`src/cfa_pkg.sv`:
```
package cfa_pkg;

  localparam int ADDR_W  = 20;
  localparam int LEN_W   = 21;
  localparam int OWNER_W = 16;
  localparam int NFREE_W = 7;

  localparam int DEF_MEM_BYTES  = 1048576;
  localparam int DEF_MAX_BLOCKS = 64;

  // Operation codes of an input item.
  localparam logic [1:0] OP_ALLOC  = 2'd0;
  localparam logic [1:0] OP_FREE   = 2'd1;
  localparam logic [1:0] OP_REPORT = 2'd2;

  // Result status codes.
  localparam logic [1:0] ST_DONE    = 2'd0;
  localparam logic [1:0] ST_NO_FIT  = 2'd1;
  localparam logic [1:0] ST_NO_OWNR = 2'd2;
  localparam logic [1:0] ST_FULL    = 2'd3;

  // Placement policies.
  localparam logic [1:0] POL_BEST  = 2'd1;
  localparam logic [1:0] POL_WORST = 2'd2;

  typedef struct packed {
    logic [ADDR_W-1:0]  start;
    logic [LEN_W-1:0]   len;
    logic               is_free;
    logic [OWNER_W-1:0] owner;
  } entry_t;

  typedef struct packed {
    logic    pop;
    logic    push;
    entry_t  data;
  } cell_ctl_t;

  typedef struct packed {
    logic [1:0]         opcode;
    logic [OWNER_W-1:0] process_id;
    logic [LEN_W-1:0]   request_size;
  } in_item_t;

  typedef struct packed {
    logic [1:0]         status;
    logic [ADDR_W-1:0]  address;
    logic [LEN_W-1:0]   total_free;
    logic [LEN_W-1:0]   largest_free;
    logic [NFREE_W-1:0] free_blocks;
    logic [LEN_W-1:0]   allocated_total;
    logic [LEN_W-1:0]   external_fragment;
  } out_item_t;

  typedef enum logic [2:0] {
    S_IDLE,
    S_SCAN,
    S_APPLY,
    S_INSERT,
    S_FREE,
    S_FREE_TAIL,
    S_REPORT,
    S_DONE
  } state_t;

endpackage

```
`src/cfa_cell.sv`:
```
module cfa_cell
  import cfa_pkg::*;
#(
  parameter int IDX        = 0,
  parameter int IDX_W      = 6,
  parameter int MEM_BYTES  = DEF_MEM_BYTES
) (
  input  logic             clk,
  input  logic             rst_n,
  input  cell_ctl_t        ctl,
  input  logic [IDX_W-1:0] wptr,
  input  entry_t           right,
  output entry_t           entry
);

  entry_t entry_r;
  entry_t entry_nxt;

  // Shift toward the head on a pop; take the pushed entry at the write slot.
  always_comb begin
    entry_nxt = entry_r;
    if (ctl.pop) begin
      entry_nxt = right;
    end
    if (ctl.push && (wptr == IDX_W'(IDX))) begin
      entry_nxt = ctl.data;
    end
  end

  // The head cell starts as one free block spanning all memory.
  always_ff @(posedge clk) begin
    if (!rst_n) begin
      entry_r.start   <= '0;
      entry_r.len     <= (IDX == 0) ? LEN_W'(MEM_BYTES) : '0;
      entry_r.is_free <= (IDX == 0);
      entry_r.owner   <= entry_nxt.owner;
    end else begin
      entry_r <= entry_nxt;
    end
  end

  assign entry = entry_r;

endmodule

```
`config.mk`:
```
export PLATFORM = sky130hd
export DESIGN_NAME = cfa_cell
export DESIGN_NICKNAME = d
export VERILOG_FILES = /design/src/cfa_pkg.sv /design/src/cfa_cell.sv
export SDC_FILE = /design/constraint.sdc
export NUM_CORES = 1
export LEC_CHECK = 0
export ABC_AREA = 0
export BUFFER_PORTS_ARGS = -buffer_cell sky130_fd_sc_hd__buf_2
export CORE_MARGIN = 4
export CORE_UTILIZATION = 43
export CTS_CLUSTER_DIAMETER = 200
export DETAILED_ROUTE_END_ITERATION = 7
export PLACE_DENSITY_LB_ADDON = 0.3
export SYNTH_ARGS = -nofsm -noshare
export SYNTH_HDL_FRONTEND = slang
export SYNTH_SLANG_ARGS = --single-unit
export TNS_END_PERCENT = 100
```
`constraint.sdc`:
```
create_clock -name clk -period 1.7 [get_ports clk]
set_input_delay 0.085 -clock clk [delete_from_list [all_inputs] [get_ports clk]]
set_output_delay 0.085 -clock clk [all_outputs]
set_load 0.02 [all_outputs]
```
==> impl_metrics.yaml, run 1 <==
routing:
  firstDrtPassIters: 4
  drtIter0Drc: 51
  ant_nets: 0
  vias: 2551
  via_per_inst: 5.13
  wire_per_inst_microns: 16.2
  drt_wl_total_microns: 8060
  drc: 0
finish:
  area_delta_synth_final_pct: 41.2
  drive_gt1_share_pct: 64.0
  fin_nets: 542
  largest_register_ffs: 58
  diodes: 0
timing:
  period_needed_ns: 1.22
  tns_ns: 0
  hold_violations: 0
  setup_viol: 0
  worst_slew_pin_slew_ns: 0.429
  fin_crit_sh_pct: 71.8
  report.final.slew_viol_count: 0
  slew_headroom_pct: 71.4
  rsz0062_at_grt: "no"
  fin_worst_skew_ns: 0
  maxClockFrequency_mhz: 819
worst_setup_path:
  rr_startpoint: "entry[37]"
  crit_required_ns: 1.90
  start_kind: "input pin"
  cp_slowest_stage_delay_ns: 0.70
  crit_chain: "buf_2 -> or4b_2 -> buf_12 -> nor3_1 -> a211oi_1"
  r2r_cells: 3
  criticalPathCategory: "in -> reg"
  crit_path_top_delay_cell: "or4b_2"
  cp-end-kind: "register"
  reg2reg_to: "entry[37]"
  worstPathArrival_ns: 1.42
  crit_fanout: 42
  worst-path-buf-inv: 2
  cp_top_family: "simple AND/OR/NAND/NOR gates"
  rrSetupSlack_ns: 0.83
floorplanning:
  num_io_pins: 184
  die_h_microns: 89.6
  rows: 29
  initial_core_util_pct: 44.6
  die_w_microns: 89.6
  design.die.area_sq_um: 8030
  coreArea_sq_um: 6420
place:
  place_hpwl_microns: 6060
  port_buffers: 183
  place.gp.congestion: 0.715
power_and_ir_drop:
  cellPowerDensity_nw_per_um2: 828
  finalPower_mw: 3.35
  max-vdd-ir-drop_uv: 409
  p_leak_nw: 1.84
clock_network:
  cts_buffer_depth: 2
  cts.sinks: 58
  clk_latency_ns: 0.31
  path_clk_slew_ns: 0.06
  cts-resized-gates: 0
  cts_tree: "done"
  htreeDepth: 3
  post_cts_buffers: 0
  numCtsBuffers: 9
  cts-root-buf: "clkbuf_8"
  hold_buffers: 1
yosys:
  yosys_warnings: 0
  synth_top_area_share_pct: 29.3
  async_reset_ff_share_pct: 0
  synth_edf_count: 16
  synth-seq-area-share_pct: 46.1
  syn_area_sq_um: 2870
  synth_seq_cells: 58
  netlist_top_cells_count: "dfxtp_1 (42), a211oi_1 (40), mux2i_1 (40), nor3_2 (40), mux2_2 (18)"
  yosysUniqueCellTypes: 18
  yosysTopAreaCell: "dfxtp_1"
  synthTopCellsByArea: "dfxtp_1 (29%), edfxtp_1 (17%), mux2i_1 (14%), nor3_2 (14%), a211oi_1 (10%)"
  yosysMostFrequentCell: "dfxtp_1"
  syn_area_per_cell_sq_um: 12.2
  ys.flop_type: "dfxtp_1"
  synth_fp_nets: 360
  synthCells: 234
global_route:
  grt_overflow_total: 0
  first_global_vias: 2628
  grt_pass1_wl_microns: 12000
  grt_max_degree: 43
  antenna_found_initial: 0
  track_usage_pct: 19.5
hold_path:
  hold_depth: 3
  hp-class: "in -> reg"
  hold-path-endpoint: "entry[16]"
  worstHoldStart: "ctl[16]"
run:
  max_cap_viol_count: 0
outcome:
  status: "finished clean"
worst max-delay path by stage:
| stage | startpoint | end | slack (ns) | cells after the start |
|---|---|---|---|---|
| after floorplan | wptr[4] | entry[0] | 0.21 | 4 |
| after global placement | wptr[4] | entry[13] | 0.15 | 6 |
| after detailed placement | wptr[4] | entry[42] | 0.13 | 5 |
| after CTS | wptr[4] | entry[42] | 0.48 | 5 |
| after global routing | rst_n | entry[57] | 0.42 | 5 |
| final | wptr[4] | entry[53] | 0.48 | 5 |
power by group:
part	internal, mW	total, mW	leakage [nW]	switching [mW]
clock network	0.660	1.18	0.0906	0.521
logic	0.279	0.615	1.24	0.335
registers	1.52	1.55	0.504	0.0364
total	2.46	3.35	1.84	0.892
stage by stage:
| stage | hold slack, ns | util (%) | area, sq um | cells | setup slack (ns) |
|---|---|---|---|---|---|
| final | 0.0256 | 63.0 | 4050 | 497 | 0.479 |
| after global routing | 0.0127 | 63.0 | 4050 | 497 | 0.417 |
| after CTS | 0.0153 | 63.0 | 4050 | 497 | 0.476 |
| after detailed placement | 0.288 | 60.1 | 3860 | 481 | 0.129 |
| after global placement | 0.287 | 60.1 | 3860 | 481 | 0.153 |
| after floorplan | 0.165 | - | 2870 | 234 | 0.206 |
final cells by class:
type,instances,area (sq um)
timing repair buffer,196,1070
inverter,1,3.75
clock inverter,4,43.8
sequential,58,1320
multi-input combinational,150,1380
fill,538,2380
tap,77,96.3
clock buffer,11,131
metal layers:
layer | share of wire (%) | global-route usage [%] | vias to the layer above
met5 | 0 | 0 | -
met4 | 2.0 | 7.31 | 0
met3 | 9.5 | 6.39 | 14
met2 | 49 | 34.2 | 118
met1 | 40 | 22.0 | 1166
li1 | - | - | 1253
kinds of logic after synthesis:
| kind of cell | share of synthesized area, % |
|---|---|
| compound gates | 11.2 |
| buf+inv | 5.72 |
| flops | 46.1 |
| mux | 21.0 |
| simple gates | 15.9 |
worst reg2reg max path: stages (launching register included):
cell	delay (ns)
dfxtp_1	0.32
mux2_2	0.26
a21oi_1	0.12
o21ai_1	0.06
cells in the final DEF, fill, tap and decap left out, drive strengths merged:
master       count
dfxtp           42
bufinv           1
nand2b           1
nor4b            1
dlygate4sd3      1
buf            195
or4b             1
mux2            18
inv              1
a21oi            2
clkbuf          11
edfxtp          16
mux2i           40
nand2            1
nor3            43
o21ai            2
or3              1
a211oi          40
clkinv           3
(Power assumes the default switching activity.)
==> run 2, diff against run 1 <==
ABC_AREA = 1   (was 0)
CORE_UTILIZATION = 39   (was 43)
clock period = 1.1 ns   (was 1.7 ns; I/O delays follow)
==> impl_metrics.yaml, run 2 <==
outcome:
  status: "finished clean"
routing:
  firstDrtPassIters: 4
  drtIter0Drc: 132
  ant_nets: 0
  vias: 3611
  drc: 0
  wire_per_inst_microns: 12.8
  via_per_inst: 4.79
  drt_wl_total_microns: 9670
timing:
  worst_slew_pin_slew_ns: 0.241
  hold_slack_ns: 0.0259
  tns_ns: 0
  setup_viol: 0
  slew_headroom_pct: 84.0
  fin_crit_sh_pct: 86.8
  fin_worst_skew_ns: 0
  report.final.slew_viol_count: 0
  maxClockFrequency_mhz: 1050
  period_needed_ns: 0.955
  rsz0062_at_grt: "no"
  hold_violations: 0
power_and_ir_drop:
  max-vdd-ir-drop_uv: 497
  cellPowerDensity_nw_per_um2: 1120
  p_leak_nw: 2.52
yosys:
  syn_area_per_cell_sq_um: 6.69
  muxShareOfSynthArea_pct: 0
  synth_compound_area_share_pct: 6.98
  synth_fp_nets: 576
  netlist_top_cells_count: "nand2_1 (179), nand3_1 (84), inv_1 (48), dfxtp_1 (42), a21oi_1 (40)"
  yosys.area_share.simple_pct: 37.0
  yosysMostFrequentCell: "nand2_1"
  synthXorXnorAreaFrac_pct: 0
  synthAdderAreaFrac_pct: 0
  synth_top_area_share_pct: 27.9
  synthTopCellsByArea: "dfxtp_1 (28%), nand2_1 (22%), edfxtp_1 (16%), nand3_1 (14%), a21oi_1 (6.6%)"
  synth_edf_count: 16
  synthCells: 450
  yosys_warnings: 0
  synth_top_family_by_area: "simple AND/OR/NAND/NOR gates"
  ys.flop_type: "dfxtp_1"
  syn_area_sq_um: 3010
  synth-seq-area-share_pct: 43.9
  async_reset_ff_share_pct: 0
  yosysUniqueCellTypes: 14
  synth_seq_cells: 58
  yosysTopAreaCell: "dfxtp_1"
place:
  port_buffers: 183
  placed_area_sq_um: 4090
  place_hpwl_microns: 6840
  place.gp.congestion: 0.783
  dp_cells: 715
worst_setup_path:
  cp-startpoint: "entry[12]"
  worst-path-buf-inv: 1
  cp-end-kind: "output port"
  crit_chain: "buf_2"
  crit_fanout: 1
  crit_path_top_delay_cell: "edfxtp_1"
  worstPathArrival_ns: 0.90
  cp_slowest_stage_delay_ns: 0.39
  criticalPathCategory: "reg -> out"
  rr_startpoint: "entry[26]"
  crit_required_ns: 1.04
  cp_top_family: "flip-flops"
  start_kind: "register"
finish:
  largest_register_ffs: 58
  final_util_pct: 60.7
  layout_commonest_cell: "buf_2"
  fin_nets: 776
  drive_gt1_share_pct: 33.0
  final_cell_mix: "buf_2 (183), nand2_1 (178), nand3_1 (84)"
  diodes: 0
  final_area_sq_um: 4480
  area_delta_synth_final_pct: 48.6
  finalNonFillerCells: 754
global_route:
  grt_pass1_wl_microns: 14800
  use_met3_pct: 5.71
  grt.busiest_layer: "met2"
  grtUsageMet2_pct: 36.5
  grt_overflow_total: 0
  use_met1_pct: 22.8
  antenna_found_initial: 0
  grt_max_degree: 41
  track_usage_pct: 20.3
  first_global_vias: 3455
hold_path:
  worstHoldStart: "ctl[2]"
  hp-class: "in -> reg"
clock_network:
  htreeDepth: 3
  numCtsBuffers: 9
  cts_tree: "done"
  post_cts_buffers: 0
  cts.sinks: 58
  cts_buffer_depth: 2
  cts-root-buf: "clkbuf_8"
  path_clk_slew_ns: 0.07
  clk_latency_ns: 0.31
floorplanning:
  coreArea_sq_um: 7370
  num_io_pins: 184
  die_h_microns: 95.9
  die_w_microns: 95.9
  design.die.area_sq_um: 9190
  rows: 31
  initial_core_util_pct: 40.9
run:
  max_cap_viol_count: 0
## run 2: power breakdown
part / internal, mW / switching, mW
Combinational: 0.460 / 0.582
Clock: 0.803 / 0.758
Sequential: 2.34 / 0.0600
## run 2: cells by family after synthesis
group           count (synthesis)
compound gates                 42
buf+inv                        82
flops                          58
simple gates                  268
## run 2: worst register-to-register path: cells and delay by family, from the launching register on
family / cells / cell delay [ns]
compound gates: 1 / 0.14
flops: 1 / 0.36
simple gates: 1 / 0.09
## run 2: worst paths after layout
path / to / slack, ns / cells after the start
setup reg to reg: entry[26] / 0.45 / 2
hold / removal: entry[2] / 0.03 / 3
setup / recovery: entry[12] / 0.15 / 1
hold reg to reg: entry[54] / 0.48 / 2
## run 2: stage by stage
stage          power [mW]  worst slack (ns)
6_report             5.00             0.145
5_1_grt              5.29            0.0493
4_1_cts              5.06             0.159
3_5_place_dp         3.42            -0.148
3_3_place_gp         3.40            -0.105
2_1_floorplan        2.96            0.0113
## run 2: final cells by class
cell class,instances,area (sq um)
Fill cell,685,2890
Multi-Input combinational cell,310,1350
Timing Repair Buffer,222,1340
Sequential cell,58,1320
Inverter,49,184
Clock buffer,12,135
Tap cell,99,124
Clock inverter,4,20.0
## run 2: routing by layer
layer  vias up  wire length (microns)
li1       1817                      -
met1      1614                   3820
met2       174                   4730
met3         6                   1030
met4         0                     81
met5         -                      0
## run 2: repair_timing
| item | 4_1_cts | 5_1_grt |
|---|---|---|
| endpoints found under the hold margin | 13 | 1 |
| gates resized for setup | 0 | 0 |
| hold buffers | 22 | 1 |
==> run 3, diff against run 2 <==
CELL_PAD_IN_SITES_DETAIL_PLACEMENT = 2   (was not set)
CELL_PAD_IN_SITES_GLOBAL_PLACEMENT = 2   (was not set)
CORE_UTILIZATION = 19   (was 39)
==> impl_metrics.yaml, run 3 (synthesized netlist as in run 2, its figures left out) <==
outcome:
  status: "finished clean"
global_route:
  antenna_found_initial: 0
  grt_overflow_total: 0
  first_global_vias: 4001
  grt_pass1_wl_microns: 19900
  grt_max_degree: 55
  track_usage_pct: 13.7
floorplanning:
  rows: 45
  num_io_pins: 184
  die_h_microns: 134
  die_w_microns: 134
  design.die.area_sq_um: 17900
  coreArea_sq_um: 15400
  initial_core_util_pct: 19.6
routing:
  wire_per_inst_microns: 14.7
  drt_wl_total_microns: 12600
  drtIter0Drc: 102
  vias: 3613
  firstDrtPassIters: 4
  drc: 0
  via_per_inst: 4.23
  ant_nets: 0
clock_network:
  cts-resized-gates: 0
  cts_tree: "done"
  numCtsBuffers: 9
  cts_buffer_depth: 2
  cts-root-buf: "clkbuf_16"
  post_cts_buffers: 0
  cts.sinks: 58
  hold_buffers: 8
  path_clk_slew_ns: 0.05
  htreeDepth: 3
  clk_latency_ns: 0.32
worst_setup_path:
  cp-end-kind: "register"
  worstPathArrival_ns: 1.16
  start_kind: "input pin"
  crit_fanout: 40
  crit_required_ns: 1.30
  crit_path_top_delay_cell: "dlygate4sd3_1"
  crit_chain: "dlygate4sd3_1 -> buf_2 -> inv_1 -> buf_12 -> a21oi_1"
  cp_slowest_stage_delay_ns: 0.55
  criticalPathCategory: "in -> reg"
power_and_ir_drop:
  cellPowerDensity_nw_per_um2: 1290
  seqPwrFrac_pct: 39.9
  p_leak_nw: 2.55
  pwr-share-comb_pct: 17.5
  switching_share_pct: 26.6
  p_switching_mw: 1.60
  max-vdd-ir-drop_uv: 654
  p_int_mw: 4.42
  pwr-share-clk_pct: 42.5
timing:
  worst_slew_pin_slew_ns: 0.244
  setup_viol: 0
  hold_violations: 0
  fin_worst_skew_ns: 0
  timing.final.ws_setup_ns: 0.139
  slew_headroom_pct: 83.7
  maxClockFrequency_mhz: 1040
  period_needed_ns: 0.961
  report.final.slew_viol_count: 0
  fin_crit_sh_pct: 87.3
  rsz0062_at_grt: "no"
finish:
  final_area_sq_um: 4660
  layout_commonest_cell: "buf_2"
  final_util_pct: 30.3
  final_cell_mix: "buf_2 (183), nand2_1 (178), nand3_1 (84)"
  area_delta_synth_final_pct: 54.6
  drive_gt1_share_pct: 34.4
  fin_nets: 764
  diodes: 0
  largest_register_ffs: 58
hold_path:
  hp-class: "in -> reg"
run:
  max_cap_viol_count: 0
place:
  place_hpwl_microns: 9770
  place.gp.congestion: 0.778
  post-place-ws_ns: -0.171
  placed_area_sq_um: 4300
  port_buffers: 183
-- run 3: power by group through the flow --
stage / clock network (mW) / registers, mW / logic [mW]
4_1_cts: 2.68 / 2.41 / 1.08
3_5_place_dp: 0 / 2.45 / 1.05
3_3_place_gp: 0 / 2.44 / 1.03
2_1_floorplan: 0 / 2.62 / 0.338
6_report: 2.56 / 2.40 / 1.06
5_1_grt: 2.78 / 2.42 / 1.18
-- run 3: cell type report --
class | count | area, sq um
tap | 211 | 264
multi-input combinational | 310 | 1360
sequential | 58 | 1320
clock inverter | 3 | 15.0
timing repair buffer | 210 | 1250
clock buffer | 13 | 260
fill | 1886 | 10700
inverter | 49 | 184
-- run 3: critical path: cells and delay by family --
family,cells,cell delay [ns]
AO/OA/AOI/OAI,1,0.06
buffers and inverters,4,1.02
-- run 3: path summary, 6_finish.rpt --
kind	cells after the start	start	to	slack, ns
max	5	rst_n	entry[52]	0.14
min	3	ctl[9]	entry[9]	0.02
max reg2reg	2	entry[22]	entry[22]	0.41
min reg2reg	2	entry[57]	entry[57]	0.48
-- run 3: layer usage --
metal	GRT usage, %	part of all wire (%)	vias to the layer above
li1	-	-	1798
met1	16.1	43	1690
met2	24.1	49	121
met3	4.73	7.6	4
met4	3.09	0.39	0
met5	0	0	-
-- run 3: metrics by stage --
stage          hold slack (ns)  TNS [ns]  std cells  power [mW]
5_1_grt                 0.0159         0        854        6.38
2_1_floorplan            0.139         0        450        2.96
3_3_place_gp             0.276     -2.41        830        3.47
4_1_cts                0.00122         0        854        6.17
3_5_place_dp             0.284     -7.85        830        3.50
6_report                0.0179         0        854        6.02
