### config.mk
export PLATFORM = sky130hd
export DESIGN_NAME = cfa_ctrl
export DESIGN_NICKNAME = d
export VERILOG_FILES = /design/src/cfa_pkg.sv /design/src/cfa_ctrl.sv
export SDC_FILE = /design/constraint.sdc
export NUM_CORES = 1
export LEC_CHECK = 0
export ABC_AREA = 0
export ABC_CLOCK_PERIOD_IN_PS = 11000
export BUFFER_PORTS_ARGS = -buffer_cell sky130_fd_sc_hd__buf_2
export CORE_ASPECT_RATIO = 0.8
export CORE_MARGIN = 4
export CORE_UTILIZATION = 35
export CTS_BUF_LIST = sky130_fd_sc_hd__clkbuf_16
export DETAILED_ROUTE_END_ITERATION = 16
export RECOVER_POWER = 50
export SETUP_SLACK_MARGIN = 0.1
export SLEW_MARGIN = 20
export SYNTH_ARGS = -nofsm -noshare
export SYNTH_HDL_FRONTEND = slang
export SYNTH_SLANG_ARGS = --single-unit
### constraint.sdc
create_clock -name clk -period 11 [get_ports clk]
set_clock_uncertainty 0.2 [all_clocks]
set_input_delay 1.1 -clock clk [delete_from_list [all_inputs] [get_ports clk]]
set_output_delay 1.1 -clock clk [all_outputs]
set_load 0.01 [all_outputs]
### src/cfa_pkg.sv
package cfa_pkg;

  localparam int ADDR_W  = 20;
  localparam int LEN_W   = 21;
  localparam int OWNER_W = 16;
  localparam int NFREE_W = 7;

  localparam int DEF_MEM_BYTES  = 1048576;
  localparam int DEF_MAX_BLOCKS = 64;

  // Operation codes of an input item.
  localparam logic [1:0] OP_ALLOC  = 2'd0;
  localparam logic [1:0] OP_FREE   = 2'd1;
  localparam logic [1:0] OP_REPORT = 2'd2;

  // Result status codes.
  localparam logic [1:0] ST_DONE    = 2'd0;
  localparam logic [1:0] ST_NO_FIT  = 2'd1;
  localparam logic [1:0] ST_NO_OWNR = 2'd2;
  localparam logic [1:0] ST_FULL    = 2'd3;

  // Placement policies.
  localparam logic [1:0] POL_BEST  = 2'd1;
  localparam logic [1:0] POL_WORST = 2'd2;

  typedef struct packed {
    logic [ADDR_W-1:0]  start;
    logic [LEN_W-1:0]   len;
    logic               is_free;
    logic [OWNER_W-1:0] owner;
  } entry_t;

  typedef struct packed {
    logic    pop;
    logic    push;
    entry_t  data;
  } cell_ctl_t;

  typedef struct packed {
    logic [1:0]         opcode;
    logic [OWNER_W-1:0] process_id;
    logic [LEN_W-1:0]   request_size;
  } in_item_t;

  typedef struct packed {
    logic [1:0]         status;
    logic [ADDR_W-1:0]  address;
    logic [LEN_W-1:0]   total_free;
    logic [LEN_W-1:0]   largest_free;
    logic [NFREE_W-1:0] free_blocks;
    logic [LEN_W-1:0]   allocated_total;
    logic [LEN_W-1:0]   external_fragment;
  } out_item_t;

  typedef enum logic [2:0] {
    S_IDLE,
    S_SCAN,
    S_APPLY,
    S_INSERT,
    S_FREE,
    S_FREE_TAIL,
    S_REPORT,
    S_DONE
  } state_t;

endpackage

### src/cfa_ctrl.sv
module cfa_ctrl
  import cfa_pkg::*;
#(
  parameter int MAX_BLOCKS = DEF_MAX_BLOCKS,
  parameter int IDX_W      = $clog2(MAX_BLOCKS),
  parameter int CNT_W      = $clog2(MAX_BLOCKS + 1)
) (
  input  logic             clk,
  input  logic             rst_n,
  input  logic             in_valid,
  output logic             in_stall,
  input  in_item_t         in_data,
  output logic             out_valid,
  input  logic             out_stall,
  output out_item_t        out_data,
  input  logic             cfg_wr_en,
  input  logic [1:0]       cfg_wr_data,
  input  entry_t           head,
  output cell_ctl_t        ctl,
  output logic [IDX_W-1:0] wptr
);

  state_t             state_r, state_nxt;
  logic [1:0]         policy_r;
  in_item_t           cmd_r, cmd_nxt;
  logic [CNT_W-1:0]   cnt_r, cnt_nxt;
  logic [CNT_W-1:0]   occ_r, occ_nxt;
  logic [CNT_W-1:0]   step_r, step_nxt;
  logic [CNT_W-1:0]   ncnt_r, ncnt_nxt;
  logic [IDX_W-1:0]   pick_r, pick_nxt;
  logic [LEN_W-1:0]   plen_r, plen_nxt;
  logic               found_r, found_nxt;
  logic               split_r, split_nxt;
  entry_t             acc_r, acc_nxt;
  logic               acc_v_r, acc_v_nxt;
  logic [LEN_W-1:0]   tot_r, tot_nxt;
  logic [LEN_W-1:0]   big_r, big_nxt;
  logic [LEN_W-1:0]   used_r, used_nxt;
  logic [NFREE_W-1:0] nfree_r, nfree_nxt;
  out_item_t          out_r, out_nxt;
  entry_t             hmod;
  logic               last;
  logic               fits;

  assign in_stall  = (state_r != S_IDLE);
  assign out_valid = (state_r == S_DONE);
  assign out_data  = out_r;
  assign last      = (step_r == cnt_r - CNT_W'(1));
  assign fits      = head.is_free && (head.len >= cmd_r.request_size);

  // Head entry with the owner's used block released.
  always_comb begin
    hmod = head;
    if (!head.is_free && (head.owner == cmd_r.process_id)) begin
      hmod.is_free = 1'b1;
      hmod.owner   = '0;
    end
  end

  // Sequencer: every pass moves the table through the cell row once.
  always_comb begin
    state_nxt = state_r;
    cmd_nxt   = cmd_r;
    cnt_nxt   = cnt_r;
    step_nxt  = step_r;
    ncnt_nxt  = ncnt_r;
    pick_nxt  = pick_r;
    plen_nxt  = plen_r;
    found_nxt = found_r;
    split_nxt = split_r;
    acc_nxt   = acc_r;
    acc_v_nxt = acc_v_r;
    tot_nxt   = tot_r;
    big_nxt   = big_r;
    used_nxt  = used_r;
    nfree_nxt = nfree_r;
    out_nxt   = out_r;
    ctl.pop   = 1'b0;
    ctl.push  = 1'b0;
    ctl.data  = head;
    case (state_r)
      S_IDLE: begin
        if (in_valid) begin
          cmd_nxt   = in_data;
          step_nxt  = '0;
          ncnt_nxt  = '0;
          found_nxt = 1'b0;
          acc_v_nxt = 1'b0;
          tot_nxt   = '0;
          big_nxt   = '0;
          used_nxt  = '0;
          nfree_nxt = '0;
          out_nxt   = '0;
          case (in_data.opcode)
            OP_ALLOC: begin
              if (in_data.request_size == '0) begin
                out_nxt.status = ST_NO_FIT;
                state_nxt      = S_DONE;
              end else begin
                state_nxt = S_SCAN;
              end
            end
            OP_FREE:   state_nxt = S_FREE;
            OP_REPORT: state_nxt = S_REPORT;
            default:   state_nxt = S_DONE;
          endcase
        end
      end
      S_SCAN: begin
        // Rotate the table and keep the candidate block.
        ctl.pop  = 1'b1;
        ctl.push = 1'b1;
        if (fits) begin
          if (!found_r) begin
            found_nxt = 1'b1;
            pick_nxt  = step_r[IDX_W-1:0];
            plen_nxt  = head.len;
          end else if ((policy_r == POL_BEST) && (head.len < plen_r)) begin
            pick_nxt = step_r[IDX_W-1:0];
            plen_nxt = head.len;
          end else if ((policy_r == POL_WORST) && (head.len > plen_r)) begin
            pick_nxt = step_r[IDX_W-1:0];
            plen_nxt = head.len;
          end
        end
        step_nxt = step_r + CNT_W'(1);
        if (last) begin
          step_nxt  = '0;
          split_nxt = plen_nxt > cmd_r.request_size;
          if (!found_nxt) begin
            out_nxt.status = ST_NO_FIT;
            state_nxt      = S_DONE;
          end else if (split_nxt && (cnt_r >= CNT_W'(MAX_BLOCKS))) begin
            out_nxt.status = ST_FULL;
            state_nxt      = S_DONE;
          end else begin
            state_nxt = S_APPLY;
          end
        end
      end
      S_APPLY: begin
        ctl.pop  = 1'b1;
        ctl.push = 1'b1;
        step_nxt = step_r + CNT_W'(1);
        if (step_r == CNT_W'(pick_r)) begin
          ctl.data.is_free = 1'b0;
          ctl.data.owner   = cmd_r.process_id;
          out_nxt.address  = head.start;
          if (split_r) begin
            ctl.data.len  = cmd_r.request_size;
            acc_nxt.start = head.start + cmd_r.request_size[ADDR_W-1:0];
            acc_nxt.len   = head.len - cmd_r.request_size;
            acc_nxt.is_free = 1'b1;
            acc_nxt.owner = '0;
            state_nxt     = S_INSERT;
          end else if (last) begin
            state_nxt = S_DONE;
          end
        end else if (last) begin
          cnt_nxt   = cnt_r + CNT_W'(split_r);
          state_nxt = S_DONE;
        end
      end
      S_INSERT: begin
        // Push the split remainder right behind the allocated block.
        ctl.push = 1'b1;
        ctl.data = acc_r;
        if (step_r == cnt_r) begin
          cnt_nxt   = cnt_r + CNT_W'(1);
          state_nxt = S_DONE;
        end else begin
          state_nxt = S_APPLY;
        end
      end
      S_FREE: begin
        // Release the owner's blocks and merge free runs in one pass.
        ctl.pop  = 1'b1;
        ctl.data = acc_r;
        step_nxt = step_r + CNT_W'(1);
        if (hmod.is_free && !head.is_free) begin
          found_nxt = 1'b1;
        end
        if (!acc_v_r) begin
          acc_nxt   = hmod;
          acc_v_nxt = 1'b1;
        end else if (acc_r.is_free && hmod.is_free) begin
          acc_nxt.len = acc_r.len + hmod.len;
        end else begin
          ctl.push = 1'b1;
          acc_nxt  = hmod;
          ncnt_nxt = ncnt_r + CNT_W'(1);
        end
        if (last) begin
          state_nxt = S_FREE_TAIL;
        end
      end
      S_FREE_TAIL: begin
        ctl.push       = 1'b1;
        ctl.data       = acc_r;
        cnt_nxt        = ncnt_r + CNT_W'(1);
        out_nxt.status = found_r ? ST_DONE : ST_NO_OWNR;
        state_nxt      = S_DONE;
      end
      S_REPORT: begin
        ctl.pop  = 1'b1;
        ctl.push = 1'b1;
        step_nxt = step_r + CNT_W'(1);
        if (head.is_free) begin
          tot_nxt   = tot_r + head.len;
          nfree_nxt = nfree_r + NFREE_W'(1);
          if (head.len > big_r) begin
            big_nxt = head.len;
          end
        end else begin
          used_nxt = used_r + head.len;
        end
        if (last) begin
          out_nxt.total_free        = tot_nxt;
          out_nxt.largest_free      = big_nxt;
          out_nxt.free_blocks       = nfree_nxt;
          out_nxt.allocated_total   = used_nxt;
          out_nxt.external_fragment = tot_nxt - big_nxt;
          state_nxt                 = S_DONE;
        end
      end
      S_DONE: begin
        if (!out_stall) begin
          state_nxt = S_IDLE;
        end
      end
      default: state_nxt = S_IDLE;
    endcase
  end

  // Table occupancy and the slot that a push lands in.
  assign occ_nxt = occ_r + CNT_W'(ctl.push) - CNT_W'(ctl.pop);
  assign wptr    = IDX_W'(occ_r - CNT_W'(ctl.pop));

  always_ff @(posedge clk) begin
    if (!rst_n) begin
      state_r  <= S_IDLE;
      policy_r <= '0;
      cnt_r    <= CNT_W'(1);
      occ_r    <= CNT_W'(1);
      acc_v_r  <= 1'b0;
      found_r  <= 1'b0;
    end else begin
      state_r <= state_nxt;
      cnt_r   <= cnt_nxt;
      occ_r   <= occ_nxt;
      acc_v_r <= acc_v_nxt;
      found_r <= found_nxt;
      if (cfg_wr_en) begin
        policy_r <= cfg_wr_data;
      end
    end
  end

  // Working registers of the current item.
  always_ff @(posedge clk) begin
    cmd_r   <= cmd_nxt;
    step_r  <= step_nxt;
    ncnt_r  <= ncnt_nxt;
    pick_r  <= pick_nxt;
    plen_r  <= plen_nxt;
    split_r <= split_nxt;
    acc_r   <= acc_nxt;
    tot_r   <= tot_nxt;
    big_r   <= big_nxt;
    used_r  <= used_nxt;
    nfree_r <= nfree_nxt;
    out_r   <= out_nxt;
  end

endmodule
==> run_results.csv, run 1 <==
group,metric,value,unit
placed_design,pre_cts_ws,3.64,ns
floorplanning,rows,82,
power_and_ir_drop,powerDensity,260,nW/um^2
global_route,grt_overflow,0,
min_path,hold_class,"flop to flop",
critical_path,r2r_cells,5,
critical_path,path_cells,"clkbuf_1, clkbuf_1, nand3_1, o22ai_1, o31ai_4, nand2_1, o21ai_0, ha_1, fa_1, nor2b_1, o31ai_1, a211oi_1, nor2_1, a31oi_1, a21oi_1, xnor2_1, xnor3_1, nor2_1",
clocking,cts-hold-fix-buffers,0,
synthesis,netlist_area,22200,um^2
floorplanning,ioPinCount,285,
synthesis,syn_area_per_cell,10.3,um^2
layout,drive_gt1_share,11.5,%
critical_path,startpoint,"head[16]",
critical_path,slowest_delay,2.20,ns
synthesis,synthTopCellsByArea,"edfxtp_1 (43%), ha_1 (11%), a21oi_1 (3.4%)",
layout,ff_latch_area,10000,um^2
critical_path,r2r_start,"state_r[0]",
synthesis,syn-num-nets,2468,
clocking,cts_tree,"yes",
floorplanning,die_w,290,um
clocking,clk_pin_slew,0.06,ns
clocking,htreeDepth,2,
clocking,cts_root_buf,"clkbuf_16",
clocking,clk_latency,0.58,ns
global_route,grt_pass1_wl,102000,um
synthesis,synth-seq-cells,340,
critical_path,path_buf_inv,2,
critical_path,crit_path_top_delay_cell,"clkbuf_1",
clocking,post_cts_buffers,0,
timing,setup_slack,2.96,ns
synthesis,ys_async_sr_fraction,0,%
synthesis,synth_top_area_share,43.2,%
clocking,cts.sinks,340,
placed_design,gp_congestion,0.887,
detailed_routing,wl,67700,um
global_route,grt_usage,19.3,%
critical_path,ff2ff_setup_slack,4.43,ns
timing,finalCriticalPeriod,8.04,ns
run_status,violations,"max-capacitance violations, max-slew violations",
layout,final_nets,2742,
run_status,status,"finished, violations left",
placed_design,place_inst,3226,
clocking,cts_max_path_buffers,3,
global_route,antenna_found_initial,3,
timing,setup-tns-final,0,ns
clocking,post_cts_resize_count,0,
layout,multi_input_area,11500,um^2
layout,areaGrowthSynthToFinish,16.0,%
timing,rsz0062_at_grt,"false",
flow_run,drv_cap,7,
detailed_routing,vias_per_cell,5.39,
power_and_ir_drop,p_leak,10.5,nW
layout,fill_cells,6178,
global_route,grt_pass1_vias,17233,
power_and_ir_drop,ir_drop,0.122,mV
layout,fin_cells,3303,
critical_path,worst-path-stages,18,
timing,period_share,73.1,%
synthesis,synth_edf_count,320,
critical_path,r2r-end,"out_data[43]",
placed_design,port-buffer-count,284,
floorplanning,core-area,62800,um^2
synthesis,synth_top_cell_by_area,"edfxtp_1",
timing,final_max_slew_viol_count,265,
detailed_routing,num_vias,17795,
timing,worst_pin_slew,3.63,ns
detailed_routing,drt-wirelength-per-cell,20.5,um
floorplanning,die_y,233,um
critical_path,crit_end,"out_data[20]",
critical_path,path_delay_family,"buffers and inverters",
detailed_routing,dr.pass1.iters,5,
synthesis,synth-main-ff-cell,"edfxtp_1",
critical_path,worstSetupPathType,"input pin to flop",
clocking,cts_buffers,41,
synthesis,ys_seq_area_share,45.0,%
detailed_routing,drc,0,
timing,setup_viol,0,
placed_design,dp_hpwl,50800,um
critical_path,worstSetupStartpointType,"input pin",
synthesis,syn_inst,2156,
critical_path,crit_path_max_fanout,56,
critical_path,cp_data_arrival_time,8.01,ns
synthesis,ys_warn_count,0,
detailed_routing,drtIter0Drc,1440,
timing,hold_violations,0,
detailed_routing,ant_nets,0,
timing,fmax,124,MHz
floorplanning,initial_utilization,35.4,%
floorplanning,die_area,67600,um^2
layout,fin_util,41.0,%
synthesis,synth_cell_types,74,
timing,slew_headroom,-142,%
global_route,grt_max_degree,71,
critical_path,cp.required,10.97,ns
critical_path,worstSetupEndpointType,"flop",
## metrics by stage
stage	hold slack [ns]	total power [mW]	cell area (um^2)
final	0.410	6.70	25800
after global placement	0.396	5.24	24600
after detailed placement	0.398	5.31	24600
after floorplan	0.224	4.31	22200
after global routing	0.435	7.14	25800
after CTS	0.412	6.76	26000
## worst min path at each step
stage	startpoint	end	slack, ns	cells after the start
after global placement	cnt_r[5]	cnt_r[5]	0.40	2
after global routing	plen_r[20]	plen_r[20]	0.43	1
after floorplan	step_r[2]	pick_r[2]	0.22	0
final	plen_r[9]	plen_r[9]	0.41	1
after CTS	plen_r[9]	plen_r[9]	0.41	1
after detailed placement	plen_r[9]	plen_r[9]	0.40	1
## routing by layer
| metal | share of wire (%) | up-vias | track usage [%] | wire, um |
|---|---|---|---|---|
| met1 | 45 | 8580 | 26.8 | 30600 |
| met5 | 0 | - | 0 | 0 |
| li1 | - | 8545 | - | - |
| met2 | 46 | 566 | 31.2 | 31400 |
| met4 | 3.1 | 0 | 6.36 | 2090 |
| met3 | 5.5 | 104 | 2.59 | 3710 |
## layout by cell type, fill, tap and decap left out, types with 29 or more instances in the layout
master / synthesis / routed
buf_2: 7 / 140
mux2_2: 53 / 47
a21oi_1: 150 / 150
nor2b_1: 32 / 32
edfxtp_1: 320 / 320
o21ai_0: 96 / 96
and2_1: 66 / 38
nand3_1: 37 / 37
clkbuf_1: 54 / 154
ha_1: 201 / 201
xor2_1: 70 / 70
inv_1: 117 / 119
mux2i_1: 35 / 35
a22oi_1: 44 / 44
o21a_1: 30 / 30
nand2_1: 194 / 192
a21o_1: 63 / 63
clkbuf_16: 0 / 42
xnor2_1: 59 / 59
nor2_1: 159 / 159
nand2b_1: 30 / 29
## synth_stat cells (54+ instances only)
master	instances
a21oi_1	150
inv_1	117
o21ai_0	96
a21o_1	63
xnor2_1	59
edfxtp_1	320
and2_1	66
ha_1	201
nand2_1	194
nor2_1	159
xor2_1	70
clkbuf_1	54
## logic make-up after synthesis
logic type                 count (synthesis)  share of synthesized area (%)
AOI/OAI and AO/OA                        519                           15.0
xor gates and xnor gates                 130                           5.19
adders and majority gates                208                           11.9
buffers and inverters                    190                           3.30
DFF                                      340                           45.0
muxes                                     89                           4.32
and+or+nand+nor                          680                           15.2
## report_power, final
group	internal [mW]	switching (mW)	leakage, nW
Sequential	1.96	0.234	3.22
Clock	0.840	0.586	0.673
Combinational	1.17	1.92	6.57
Total	3.96	2.74	10.5
## layout make-up
type	instances	share of cell area, %
timing repair buffer	303	5.22
tap	840	4.08
clock inverter	31	1.31
clock buffer	42	4.08
sequential	340	38.8
inverter	118	1.72
antenna	3	0.0291
multi-input combinational	1626	44.7
## worst register-to-register path, stage by stage (launching register included)
cell	delay, ns
dfxtp_1	0.79
nor2b_1	0.22
nand2_2	0.12
clkbuf_1	2.55
o21ai_0	1.42
clkbuf_1	0.81
## state kept, by name (all words and copies together), names as in the netlist
| register | flops |
|---|---|
| policy_r | 2 |
| big_r | 21 |
| plen_r | 21 |
| state_r | 3 |
| cnt_r | 7 |
| acc_v_r | 1 |
| step_r | 7 |
| occ_r | 6 |
| found_r | 1 |
| used_r | 21 |
| cmd_r | 37 |
| pick_r | 6 |
| acc_r | 58 |
| nfree_r | 7 |
| out_data | 113 |
| tot_r | 21 |
| ncnt_r | 7 |
| split_r | 1 |
(Power assumes the default switching activity.)
==> run 2, diff against run 1 <==
--- a/config.mk
+++ b/config.mk
@@ -6,7 +6,7 @@
 export NUM_CORES = 1
 export LEC_CHECK = 0
 export ABC_AREA = 0
-export ABC_CLOCK_PERIOD_IN_PS = 11000
+export ABC_CLOCK_PERIOD_IN_PS = 8450
 export BUFFER_PORTS_ARGS = -buffer_cell sky130_fd_sc_hd__buf_2
 export CORE_ASPECT_RATIO = 0.8
 export CORE_MARGIN = 4
==> constraint.sdc (replaced) <==
create_clock -name clk -period 8.45 [get_ports clk]
set_clock_uncertainty 0.2 [all_clocks]
set_input_delay 0.845 -clock clk [delete_from_list [all_inputs] [get_ports clk]]
set_output_delay 0.845 -clock clk [all_outputs]
set_load 0.01 [all_outputs]
==> run_results.csv, run 2 (synthesis results as in run 1) <==
group,metric,value,unit
clocking,cts_buffers,41,
detailed_routing,ant_nets,0,
detailed_routing,drtIter0Drc,1558,
min_path,worstHoldPathCells,1,
layout,final_cell_mix,"edfxtp_1 (320), ha_1 (201), nand2_1 (192)",
min_path,hold_class,"input pin to flop",
timing,setup_viol,0,
layout,layout_commonest_cell,"edfxtp_1",
detailed_routing,drc,0,
flow_run,drv_cap,6,
detailed_routing,dr.pass1.iters,5,
layout,areaGrowthSynthToFinish,16.1,%
clocking,cts-hold-fix-buffers,0,
critical_path,cp_data_arrival_time,7.19,ns
layout,drive_gt1_share,12.0,%
floorplanning,die_area,67600,um^2
detailed_routing,wl,69800,um
critical_path,crit_path_max_fanout,19,
layout,largest_reg_flops,113,
run_status,status,"finished, violations left",
clocking,clk_pin_slew,0.06,ns
critical_path,worstSetupEndpointType,"flop",
floorplanning,die_y,233,um
global_route,grt_overflow,0,
clocking,cts_max_path_buffers,3,
clocking,post_cts_resize_count,0,
power_and_ir_drop,ir_drop,0.183,mV
floorplanning,rows,82,
global_route,grt_pass1_vias,17231,
timing,slew_headroom,-164,%
critical_path,r2r_cells,20,
timing,finalCriticalPeriod,6.93,ns
layout,diodes,0,
timing,hold_violations,0,
detailed_routing,vias_per_cell,5.43,
clocking,cts_root_buf,"clkbuf_16",
placed_design,gp_congestion,0.895,
timing,rsz0062_at_grt,"false",
detailed_routing,wl_met3,3920,um
power_and_ir_drop,p_leak,10.5,nW
detailed_routing,drt-wirelength-per-cell,21.1,um
timing,worst_pin_slew,3.96,ns
global_route,grt_max_degree,74,
timing,timing.hold.ws,0.251,ns
placed_design,port-buffer-count,284,
clocking,cts_tree,"yes",
critical_path,cp.required,8.71,ns
clocking,cts.sinks,340,
floorplanning,initial_utilization,35.4,%
global_route,antenna_found_initial,0,
timing,final_max_slew_viol_count,261,
power_and_ir_drop,powerDensity,340,nW/um^2
timing,period_share,82.0,%
critical_path,worstSetupPathType,"flop to flop",
clocking,htreeDepth,2,
detailed_routing,num_vias,17942,
global_route,grt_usage,20.0,%
placed_design,dp_hpwl,52000,um
critical_path,worstSetupStartpointType,"flop",
layout,final_nets,2745,
floorplanning,die_w,290,um
global_route,grt_pass1_wl,104000,um
timing,fmax,144,MHz
detailed_routing,dr_wl_met2,32200,um
floorplanning,ioPinCount,285,
clocking,post_cts_buffers,0,
timing,setup-tns-final,0,ns
detailed_routing,dr.max_layer_used,"met4",
clocking,clk_latency,0.58,ns
run_status,violations,"max-capacitance violations, max-slew violations",
floorplanning,core-area,62800,um^2
detailed_routing,wl_met1,31700,um
-- run 2: changes by cell type in the layout (fill, tap and decap cells not counted), moves of 2 or more --
cell	previous run	this run
clkinv_1	8	6
buf_4	9	14
and2_0	28	39
and2_1	38	27
inv_1	119	123
clkbuf_1	154	144
diode_2	3	0
buf_2	140	147
-- run 2: worst max-delay path, stage by stage, from the launching register on --
cell and delay (ns):
edfxtp_1 0.53, inv_1 0.22, ha_1 0.33, nor2b_1 0.14, o21a_1 0.15, o21ai_0 0.17, a21oi_1 0.35, o21ai_0 0.16
a21oi_1 0.46, o31a_1 0.89, mux2_2 0.43, ha_1 0.29, a21o_1 0.17, a21oi_1 0.14, nor2b_1 0.06, o211ai_1 0.15
a31oi_1 0.17, a2111oi_0 0.79, o22ai_1 0.37, a211o_1 0.39, o2111a_1 0.24
-- run 2: worst paths after layout --
kind                    start          to  slack (ns)
hold / removal    in_data[33]   cmd_r[33]        0.25
setup / recovery     cmd_r[1]  state_r[2]        1.52
setup reg to reg     cmd_r[1]  state_r[2]        1.52
hold reg to reg    plen_r[10]  plen_r[10]        0.41
-- run 2: metrics by stage --
stage | power, mW | cell area (um^2) | std cells | worst slack (ns) | utilization, %
after global placement | 6.87 | 24600 | 3230 | 1.49 | 39.2
final | 8.77 | 25800 | 3305 | 1.52 | 41.1
after CTS | 8.84 | 26000 | 3305 | 1.65 | 41.4
after global routing | 9.35 | 25800 | 3305 | 1.20 | 41.1
after floorplan | 5.59 | 22200 | 2156 | 2.13 | -
after detailed placement | 6.95 | 24600 | 3230 | 1.29 | 39.2
-- run 2: cell type report --
| type | count | area (um^2) |
|---|---|---|
| well taps | 840 | 1050 |
| fillers | 6122 | 37000 |
| repair buffers | 306 | 1390 |
| clock inverters | 34 | 368 |
| multi-input cells | 1626 | 11500 |
| inverters | 118 | 443 |
| flip-flops and latches | 340 | 10000 |
| clock buffers | 41 | 1030 |
-- run 2: metal layers --
metal	global-route usage, %	vias up
met2	32.1	578
met1	28.6	8725
met4	5.52	0
met3	2.33	102
met5	0	-
li1	-	8537
-- run 2: where the power goes --
part           switching, mW  internal, mW  total (mW)
clock network          0.766          1.08        1.85
registers              0.315          2.55        2.87
logic                   2.53          1.53        4.06
==> run 3, diff against run 2 <==
--- a/config.mk
+++ b/config.mk
@@ -5,8 +5,8 @@
 export SDC_FILE = /design/constraint.sdc
 export NUM_CORES = 1
 export LEC_CHECK = 0
-export ABC_AREA = 0
-export ABC_CLOCK_PERIOD_IN_PS = 8450
+export ABC_AREA = 1
+export ABC_CLOCK_PERIOD_IN_PS = 7100
 export BUFFER_PORTS_ARGS = -buffer_cell sky130_fd_sc_hd__buf_2
 export CORE_ASPECT_RATIO = 0.8
 export CORE_MARGIN = 4
==> constraint.sdc (replaced) <==
create_clock -name clk -period 7.1 [get_ports clk]
set_clock_uncertainty 0.2 [all_clocks]
set_input_delay 0.71 -clock clk [delete_from_list [all_inputs] [get_ports clk]]
set_output_delay 0.71 -clock clk [all_outputs]
set_load 0.01 [all_outputs]
==> run_results.csv, run 3 <==
group,metric,value,unit
synthesis,synth_top_area_share,41.2,%
power_and_ir_drop,p_comb_share,46.9,%
power_and_ir_drop,p_clk_share,21.2,%
detailed_routing,drt-wirelength-per-cell,19.4,um
detailed_routing,ant_nets,0,
synthesis,ys_async_sr_fraction,0,%
synthesis,synthTopCellsByArea,"edfxtp_1 (41%), ha_1 (11%), nand2_1 (9.2%)",
floorplanning,core-area,65800,um^2
synthesis,ys_seq_area_share,43.0,%
global_route,grt_max_degree,92,
detailed_routing,dr.pass1.iters,6,
run_status,violations,"max-capacitance violations, max-slew violations",
clocking,cts_root_buf,"clkbuf_16",
layout,final_cell_mix,"nand2_1 (571), inv_1 (330), edfxtp_1 (320)",
detailed_routing,wl_met3,6580,um
layout,ff_latch_area,10000,um^2
critical_path,crit_path_top_delay_cell,"clkbuf_1",
layout,fin_util,40.7,%
clocking,cts.sinks,340,
clocking,clk_pin_slew,0.06,ns
layout,fill_cells,6711,
synthesis,synth_edf_count,320,
synthesis,synth-main-ff-cell,"edfxtp_1",
power_and_ir_drop,seqPwrFrac,32.0,%
synthesis,synth_most_common_cell,"nand2_1",
placed_design,pre_cts_ws,1.89,ns
critical_path,cp_data_arrival_time,5.44,ns
layout,multi_input_area,11700,um^2
power_and_ir_drop,total_power,10.4,mW
detailed_routing,drtIter0Drc,1875,
timing,fmax,183,MHz
critical_path,slowest_delay,1.82,ns
global_route,grt_usage,21.0,%
detailed_routing,vias_per_cell,5.24,
timing,setup_slack,1.65,ns
floorplanning,die_area,70800,um^2
clocking,cts_tree,"yes",
critical_path,crit_top_cell,"inv_1",
floorplanning,die_y,239,um
timing,worst_pin_slew,2.65,ns
floorplanning,rows,84,
timing,setup_viol,0,
timing,setup-tns-final,0,ns
global_route,grt_pass1_vias,19056,
synthesis,synth_common_cells,"nand2_1 (569), inv_1 (325), edfxtp_1 (320)",
critical_path,crit_path_max_fanout,49,
power_and_ir_drop,power_switching,4.50,mW
layout,final_nets,3352,
detailed_routing,wl_met1,35500,um
global_route,grt_overflow,0,
clocking,clk_latency,0.58,ns
power_and_ir_drop,ir_drop,0.241,mV
detailed_routing,drc,0,
detailed_routing,wl,76500,um
min_path,hold_class,"input pin to flop",
synthesis,synth-seq-cells,340,
clocking,cts_buffers,41,
clocking,htreeDepth,2,
synthesis,netlist_area,23300,um^2
timing,hold_violations,0,
flow_run,drv_cap,5,
critical_path,cp.required,7.09,ns
timing,slew_headroom,-76.8,%
timing,final_max_slew_viol_count,249,
layout,drive_gt1_share,8.67,%
critical_path,worstSetupEndpointType,"flop",
run_status,status,"finished, violations left",
global_route,grt_pass1_wl,114000,um
power_and_ir_drop,p_sw_share,43.5,%
clocking,cts_max_path_buffers,3,
power_and_ir_drop,powerDensity,387,nW/um^2
power_and_ir_drop,p_leak,11.7,nW
timing,finalCriticalPeriod,5.45,ns
layout,layout_commonest_cell,"nand2_1",
clocking,post_cts_resize_count,0,
global_route,antenna_found_initial,3,
synthesis,syn_area_per_cell,8.44,um^2
detailed_routing,dr_wl_met2,32400,um
placed_design,gp_congestion,0.944,
clocking,post_cts_buffers,0,
placed_design,port-buffer-count,284,
synthesis,synth_cell_types,59,
power_and_ir_drop,p_int,5.85,mW
critical_path,worstSetupStartpointType,"flop",
detailed_routing,num_vias,20624,
layout,largest_reg_flops,113,
timing,rsz0062_at_grt,"false",
floorplanning,initial_utilization,35.4,%
placed_design,dp_hpwl,58200,um
synthesis,synth_top_cell_by_area,"edfxtp_1",
synthesis,ys_warn_count,0,
detailed_routing,dr.max_layer_used,"met4",
clocking,cts-hold-fix-buffers,0,
synthesis,syn_inst,2761,
critical_path,path_cells,"inv_1, nor2_4, clkbuf_1, inv_1, clkbuf_1, nand2_1, o21ai_0, inv_1, buf_4",
floorplanning,die_w,296,um
synthesis,syn-num-nets,3073,
layout,areaGrowthSynthToFinish,14.8,%
floorplanning,ioPinCount,285,
timing,period_share,76.8,%
critical_path,worstSetupPathType,"flop to flop",
critical_path,path_delay_family,"buffers and inverters",
critical_path,path_buf_inv,6,
[run 3: power by group through the flow]
stage / Clock [mW] / Sequential (mW) / Combinational [mW]
2_1_floorplan: 0 / 3.33 / 3.25
3_3_place_gp: 0 / 3.32 / 4.86
3_5_place_dp: 0 / 3.32 / 4.86
4_1_cts: 2.24 / 3.29 / 4.90
5_1_grt: 2.32 / 3.37 / 5.41
6_report: 2.19 / 3.31 / 4.85
[run 3: metal layers]
layer,global-route usage [%],vias to the layer above
li1,-,10096
met1,30.7,9667
met2,31.5,743
met3,4.36,118
met4,5.74,0
met5,0,-
[run 3: final timing paths]
kind | slack, ns | cells past startpoint | to | from
min reg2reg | 0.28 | 2 | policy_r[0] | policy_r[0]
min | 0.11 | 1 | cmd_r[35] | in_data[35]
max reg2reg | 1.65 | 9 | acc_r[48] | state_r[2]
max | 1.65 | 9 | acc_r[48] | state_r[2]
[run 3: logic make-up (layout without fill, tap and decap cells)]
group                      Yosys count  count (layout)  share of synthesized area [%]
and+or+nand+nor                   1122            1122                           20.4
AOI/OAI and AO/OA                  586             586                           14.2
buffers and inverters              396             704                           6.87
DFF                                340             340                           43.0
adders and majority gates          208             208                           11.4
xor gates and xnor gates           108             108                           4.09
muxes                                1               1                         0.0430
other                                0               4                              0
[run 3: per-stage QoR]
stage	instance area, um^2	instances	hold slack [ns]
global placement	25600	3857	0.272
floorplan	23300	2761	0.228
global route	26700	3932	0.0792
detailed placement	25600	3857	0.276
CTS	27000	3929	0.0693
finish	26700	3933	0.111
[run 3: layout make-up]
type,instances,area share (%)
flip-flops and latches,340,37.4
inverters,332,4.66
well taps,860,4.02
repair buffers,300,5.07
multi-input cells,2025,43.6
clock buffers,42,3.93
diodes,4,0.0374
clock inverters,30,1.22
